## src/sv/hsip13_pkg.sv

```systemverilog
// Types, constants and round functions for the HalfSipHash-1-3 stream.
`default_nettype none

package hsip13_pkg;

  localparam logic [31:0] IV_EVEN   = 32'h6c796765;
  localparam logic [31:0] IV_ODD    = 32'h74656462;
  localparam logic [31:0] FINAL_XOR = 32'h000000ff;

  // Configuration register indexes
  localparam logic CFG_KEY_LOW  = 1'b0;
  localparam logic CFG_KEY_HIGH = 1'b1;

  // The four hash words
  typedef struct packed {
    logic [31:0] v0;
    logic [31:0] v1;
    logic [31:0] v2;
    logic [31:0] v3;
  } sip_state_t;

  // State plus the word still to be absorbed, handed to the finalizer
  typedef struct packed {
    sip_state_t  v;
    logic [31:0] m;
  } sip_final_t;

  function automatic logic [31:0] rotl(input logic [31:0] x, input int unsigned r);
    rotl = (x << r) | (x >> (32 - r));
  endfunction

  // One SipRound of the 32-bit variant
  function automatic sip_state_t sip_round(input sip_state_t s);
    sip_state_t t;
    t = s;
    t.v0 = t.v0 + t.v1;
    t.v1 = rotl(t.v1, 5) ^ t.v0;
    t.v0 = rotl(t.v0, 16);
    t.v2 = t.v2 + t.v3;
    t.v3 = rotl(t.v3, 8) ^ t.v2;
    t.v0 = t.v0 + t.v3;
    t.v3 = rotl(t.v3, 7) ^ t.v0;
    t.v2 = t.v2 + t.v1;
    t.v1 = rotl(t.v1, 13) ^ t.v2;
    t.v2 = rotl(t.v2, 16);
    return t;
  endfunction

  // Compress one message word
  function automatic sip_state_t absorb(input sip_state_t s, input logic [31:0] m);
    sip_state_t t;
    t = s;
    t.v3 = t.v3 ^ m;
    t = sip_round(t);
    t.v0 = t.v0 ^ m;
    return t;
  endfunction

  // Initial words from the key
  function automatic sip_state_t seed(input logic [31:0] k0, input logic [31:0] k1);
    sip_state_t t;
    t.v0 = k0;
    t.v1 = k1;
    t.v2 = k0 ^ IV_EVEN;
    t.v3 = k1 ^ IV_ODD;
    return t;
  endfunction

endpackage

`default_nettype wire

```

## src/sv/halfsiphash_1_3_stream.sv

```systemverilog
// Top level: keyed HalfSipHash-1-3 (32-bit result) over a byte stream.
`default_nettype none

// Takes one message byte per cycle. Bytes are packed little-endian into words
// and each full word gets one SipRound in the per-byte state update, which is
// the loop that sets the one-item-per-cycle rate. The item with tlast hands
// the state and the closing word (leftover bytes, length mod 256 on top) to a
// four-stage finalizer: absorb of the closing word with the 0xff fold, then
// three rounds, the last one computed into the output register as v1 ^ v3.
// Each message is seeded from the key registers on its first
// item, so key writes land on the next message. tuser low marks an item that
// carries no byte: with tlast it ends the message (or hashes an empty one).
// A held output result does not stop input until the finalizer fills up.
module halfsiphash_1_3_stream
  import hsip13_pkg::*;
(
  input  wire logic        clk,
  input  wire logic        rst,
  // configuration
  input  wire logic        cfg_we,
  input  wire logic        cfg_index,
  input  wire logic [31:0] cfg_data,
  // input items
  input  wire logic        s_axis_tvalid,
  output logic             s_axis_tready,
  input  wire logic [7:0]  s_axis_tdata,   // [7:0] data_byte
  input  wire logic        s_axis_tuser,   // [0] byte_valid
  input  wire logic        s_axis_tlast,
  // result items
  output logic             m_axis_tvalid,
  input  wire logic        m_axis_tready,
  output logic [31:0]      m_axis_tdata    // [31:0] hash_value
);

  // key registers
  logic [31:0] key_low;
  logic [31:0] key_high;

  // running message state
  sip_state_t  v;
  logic [23:0] pending;
  logic [1:0]  byte_pos;
  logic [7:0]  len_count;
  logic        active;

  // finalizer stages
  sip_final_t  f0;
  logic        f0_valid;
  sip_state_t  sa, sb, sc;
  logic        sa_valid, sb_valid, sc_valid;
  logic        out_valid;
  logic [31:0] hash;

  logic out_ready, sc_ready, sb_ready, sa_ready, f0_ready;
  logic accept;

  sip_state_t  v_cur, v_next;
  logic [23:0] pend_cur, pend_next;
  logic [1:0]  pos_cur, pos_next;
  logic [7:0]  len_cur, len_next;
  sip_state_t  sa_next;
  sip_state_t  sc_round;

  // ready chain through the finalizer
  assign out_ready     = !out_valid || m_axis_tready;
  assign sc_ready      = !sc_valid || out_ready;
  assign sb_ready      = !sb_valid || sc_ready;
  assign sa_ready      = !sa_valid || sb_ready;
  assign f0_ready      = !f0_valid || sa_ready;
  assign s_axis_tready = f0_ready;
  assign accept        = s_axis_tvalid && s_axis_tready;

  // key writes
  always_ff @(posedge clk) begin
    if (rst) begin
      key_low  <= '0;
      key_high <= '0;
    end else if (cfg_we) begin
      case (cfg_index)
        CFG_KEY_LOW:  key_low  <= cfg_data;
        CFG_KEY_HIGH: key_high <= cfg_data;
        default: ;
      endcase
    end
  end

  // per-byte update: seed on a new message, insert byte, absorb a full word
  always_comb begin
    v_cur    = active ? v : seed(key_low, key_high);
    pend_cur = active ? pending : 24'd0;
    pos_cur  = active ? byte_pos : 2'd0;
    len_cur  = active ? len_count : 8'd0;

    v_next    = v_cur;
    pend_next = pend_cur;
    pos_next  = pos_cur;
    len_next  = len_cur;
    if (s_axis_tuser) begin
      pos_next = pos_cur + 2'd1;
      len_next = len_cur + 8'd1;
      case (pos_cur)
        2'd0: pend_next[7:0]   = s_axis_tdata;
        2'd1: pend_next[15:8]  = s_axis_tdata;
        2'd2: pend_next[23:16] = s_axis_tdata;
        2'd3: begin
          v_next    = absorb(v_cur, {s_axis_tdata, pend_cur});
          pend_next = 24'd0;
        end
        default: ;
      endcase
    end
  end

  always_ff @(posedge clk) begin
    if (rst) begin
      active <= 1'b0;
    end else if (accept) begin
      active <= !s_axis_tlast;
    end
  end

  always_ff @(posedge clk) begin
    if (accept) begin
      v         <= v_next;
      pending   <= pend_next;
      byte_pos  <= pos_next;
      len_count <= len_next;
    end
  end

  // finalizer valid bits
  always_ff @(posedge clk) begin
    if (rst) begin
      f0_valid  <= 1'b0;
      sa_valid  <= 1'b0;
      sb_valid  <= 1'b0;
      sc_valid  <= 1'b0;
      out_valid <= 1'b0;
    end else begin
      if (f0_ready)  f0_valid  <= accept && s_axis_tlast;
      if (sa_ready)  sa_valid  <= f0_valid;
      if (sb_ready)  sb_valid  <= sa_valid;
      if (sc_ready)  sc_valid  <= sb_valid;
      if (out_ready) out_valid <= sc_valid;
    end
  end

  // closing word absorb with the 0xff fold on v2
  always_comb begin
    sa_next    = absorb(f0.v, f0.m);
    sa_next.v2 = sa_next.v2 ^ FINAL_XOR;
  end

  assign sc_round = sip_round(sc);

  // finalizer payload: closing word, 0xff fold, three rounds
  always_ff @(posedge clk) begin
    if (f0_ready) begin
      f0.v <= v_next;
      f0.m <= {len_next, pend_next};
    end
    if (sa_ready)  sa   <= sa_next;
    if (sb_ready)  sb   <= sip_round(sa);
    if (sc_ready)  sc   <= sip_round(sb);
    if (out_ready) hash <= sc_round.v1 ^ sc_round.v3;
  end

  assign m_axis_tvalid = out_valid;
  assign m_axis_tdata  = hash;

endmodule

`default_nettype wire

```

## config.mk

```make
export PLATFORM = sky130hd
export DESIGN_NAME = halfsiphash_1_3_stream
export DESIGN_NICKNAME = d
export VERILOG_FILES = /design/src/sv/hsip13_pkg.sv /design/src/sv/halfsiphash_1_3_stream.sv
export SDC_FILE = /design/constraint.sdc
export NUM_CORES = 2
export LEC_CHECK = 0
export ABC_AREA = 0
export BUFFER_PORTS_ARGS = -buffer_cell sky130_fd_sc_hd__buf_2
export CORE_MARGIN = 5
export CORE_UTILIZATION = 59
export CTS_BUF_LIST = sky130_fd_sc_hd__clkbuf_8 sky130_fd_sc_hd__clkbuf_16
export DETAILED_ROUTE_END_ITERATION = 16
export PLACE_DENSITY = 0.78
export SYNTH_ARGS = -nofsm -noshare
export SYNTH_HDL_FRONTEND = slang
export SYNTH_SLANG_ARGS = --single-unit
```

## constraint.sdc

```tcl
create_clock -name clk -period 8.2 [get_ports clk]
set_clock_uncertainty 0.15 [all_clocks]
set_input_delay 0.41 -clock clk [delete_from_list [all_inputs] [get_ports clk]]
set_output_delay 0.41 -clock clk [all_outputs]
set_load 0.05 [all_outputs]
```

==> reports/results.ini <==
[cts]
clockBufferDepth=3
h-tree-depth=3
postCtsSetupRepairBufs=0
cts_tree=yes
cts_buffers=90
clk_pin_slew_ps=60
cts.sinks=808
hold_buffers=35
clk-insertion-delay-late_ps=710
cts-root-buf=clkbuf_16
cts_resized=0

[detailed_routing]
drcViolationCount=0
wire_per_inst_um=31.5
totalWireLength_mm=260
dr.pass1.iters=9
drt_iter0_drc=8420
ant_nets=0
vias_per_cell=6.69
vias=55400

[sta]
final-setup-viol-count=0
slew_headroom_pct=16.4
tns_ps=0
max_clock_freq_mhz=125
finalHoldViolations=0
worst_pin_slew_ps=1240
maxSlewViolCount=0
min_period_over_period_pct=97.3
period_minus_slack_ps=7980
rsz0062_at_grt=false

[finish]
design_area_um2=70700
regArea_um2=23600
fillers=8883
drive_gt1_share_pct=5.63
fin_nets=7406
syn_to_final_growth_pct=8.76
multi_input_area_um2=40200

[global_routing]
grt_pass1_wl_mm=359
first_global_vias=51200
antenna_found_initial=13
grt_max_degree=108
grtUsageTotal_pct=42.9
grt-ovfl-total=0

[setup_path]
arrival_ps=8210
cp_num_buf_inv=2
crit_path_max_incr_delay_ps=1000
regToRegEndpoint=v[90]
worstSetupPathType=flop to flop
rr_startpoint=active
start_kind=flop
critPathCaptureType=flop
critPathRequiredTime_ps=8430
r2r_slack_ps=220
worstRegToRegCells=23
crit_family=compound AO/OA/AOI/OAI gates
worstPathMaxFanout=31
critPathSlowestCell=xnor2_1
crit_chain=nor2b_1, a21oi_1, inv_1, ha_1, fa_1, a211oi_1, o21ai_0, a21oi_1, o21ai_0, a21oi_1, xnor2_1, xnor2_1, ha_1, nand3_1, nor3_1, nor3b_1, o31ai_2, o2111ai_1, nand2_1, xnor2_1, buf_4, xnor2_1, a21oi_1

[synthesis]
syn_avg_cell_area_um2=9.90
async_reset_ff_share_pct=0
ys_seq_elements=808
yosys.area.top_type=edfxtp_1
ys_seq_area_share_pct=36.2
syn_inst=6567
synth_area_leaders=edfxtp_1, ha_1, xor2_1
synth.distinct_cells=97
synth-edff-count=738
netlist.area_leader.share_pct=34.1
synth_nets=7260
synth_top_flop_cell=edfxtp_1
mappedNetlistArea_um2=65000
yosys_warnings=0

[floorplan]
ios=82
fp.dieH_um=342
die_w_um=342
die_area_um2=117000
core_area_um2=109000
start_util_pct=59.6
rows=121

[status]
status=complete, no violations

[placed_design]
placed_area_um2=67300
dp_hpwl_mm=217
io_buffers=81
gp_congestion=1.16

[min_path]
holdPathEnd=m_axis_tvalid
hold_depth=4
holdCritPathClass=primary input to flop
hold_path_startpoint=m_axis_tready

[flow_run]
max-cap-violations=0

[layout by cell type (no fill, tap or decap), types with 54 or more instances in the layout]
cell	n
ha_1	625
edfxtp_1	738
dfxtp_1	69
a21o_1	328
a31oi_1	63
nand4_1	54
a21oi_1	705
clkbuf_16	90
xnor2_1	616
nand3_1	110
o21ai_0	289
nor2_1	357
inv_1	239
nor3_1	68
o21bai_1	100
a211oi_1	72
buf_4	56
nand2_1	521
o21a_1	95
xor2_1	730
nor2b_1	90
buf_2	81
[per-layer routing]
layer	track usage [%]	vias up	share of wire [%]
met4	31.6	12	9.6
met2	64.8	3926	42
li1	-	24300	-
met5	0.542	-	0.062
met1	53.0	26100	35
met3	11.5	1021	13
[cells by family after synthesis]
logic type                 count (synthesis)  share of synthesized area, %
and+or+nand+nor                         1427                          10.1
DFF                                      808                          36.2
xor gates and xnor gates                1389                          19.6
buffers and inverters                    343                          1.99
muxes                                     41                         0.681
AOI/OAI and AO/OA                       1914                          18.7
adders and majority gates                645                          12.6
[worst reg2reg max path, stage by stage, from the launching register on]
cell and delay [ps]:
dfxtp_4 570, nor2b_1 150, a21oi_1 260, inv_1 80
ha_1 230, fa_1 490, a211oi_1 320, o21ai_0 180
a21oi_1 270, o21ai_0 180, a21oi_1 280, xnor2_1 250
xnor2_1 1000, ha_1 410, nand3_1 130, nor3_1 220
nor3b_1 510, o31ai_2 220, o2111ai_1 280, nand2_1 120
xnor2_1 150, buf_4 180, xnor2_1 810, a21oi_1 240
[Yosys cell counts (9+ instances only)]
master and n:
and2_1 33, dfxtp_1 70, o21ai_1 11, nand4_1 54, fa_1 20, clkbuf_1 100, a211oi_1 72, nand3_1 111
nor2b_1 91, nor4_1 11, o31ai_1 15, o2111ai_1 9, mux2i_1 15, o221ai_1 9, o21ai_0 289, nand2b_1 53
nor3_1 68, and3_1 43, o31a_1 20, a2111oi_0 11, mux2_2 26, edfxtp_1 738, a31o_2 15, and4_1 15
or3_1 28, buf_1 16, a211o_1 11, a21oi_1 705, a31oi_1 63, o21a_1 95, o211ai_1 28, ha_1 625
or2_2 17, a21boi_0 18, a21o_1 328, xnor3_1 30, inv_1 224, nor2_1 357, xnor2_1 616, o21bai_1 100
nand2_1 525, xor2_1 730
[metrics by stage]
stage / setup slack, ps / hold slack, ps / instances / util [%]
floorplan: 582 / 279 / 6567 / -
global placement: 743 / 292 / 8062 / 61.7
detailed placement: 645 / 297 / 8062 / 61.7
CTS: 615 / 7.84 / 8263 / 64.8
global route: 136 / 76.7 / 8263 / 64.8
finish: 221 / 69.7 / 8271 / 64.8
[how the worst max path moves through the flow]
stage,cells past startpoint,startpoint,to
2_1_floorplan,5,m_axis_tvalid,active
3_3_place_gp,23,active,f0[122]
3_5_place_dp,23,active,f0[122]
4_1_cts,23,active,v[90]
5_1_grt,23,active,v[90]
6_report,23,active,v[90]
[registers in the layout, summed over array words and instances, names as in the netlist, 2 cells and up]
signal / cells
sa: 128
byte_pos: 2
len_count: 8
f0: 160
v: 128
m_axis_tdata: 32
key_high: 32
sb: 128
pending: 24
sc: 128
key_low: 32
[layout make-up]
cell class | instances | area share (%)
multi-input cells | 5416 | 56.9
flip-flops and latches | 808 | 33.3
clock buffers | 91 | 3.20
well taps | 1476 | 2.61
repair buffers | 173 | 1.69
inverters | 224 | 1.19
clock inverters | 75 | 1.08
diodes | 8 | 0.0283
Power is not shown: default switching activity piles up to over one toggle a cycle in this logic, so the estimate is an artifact.
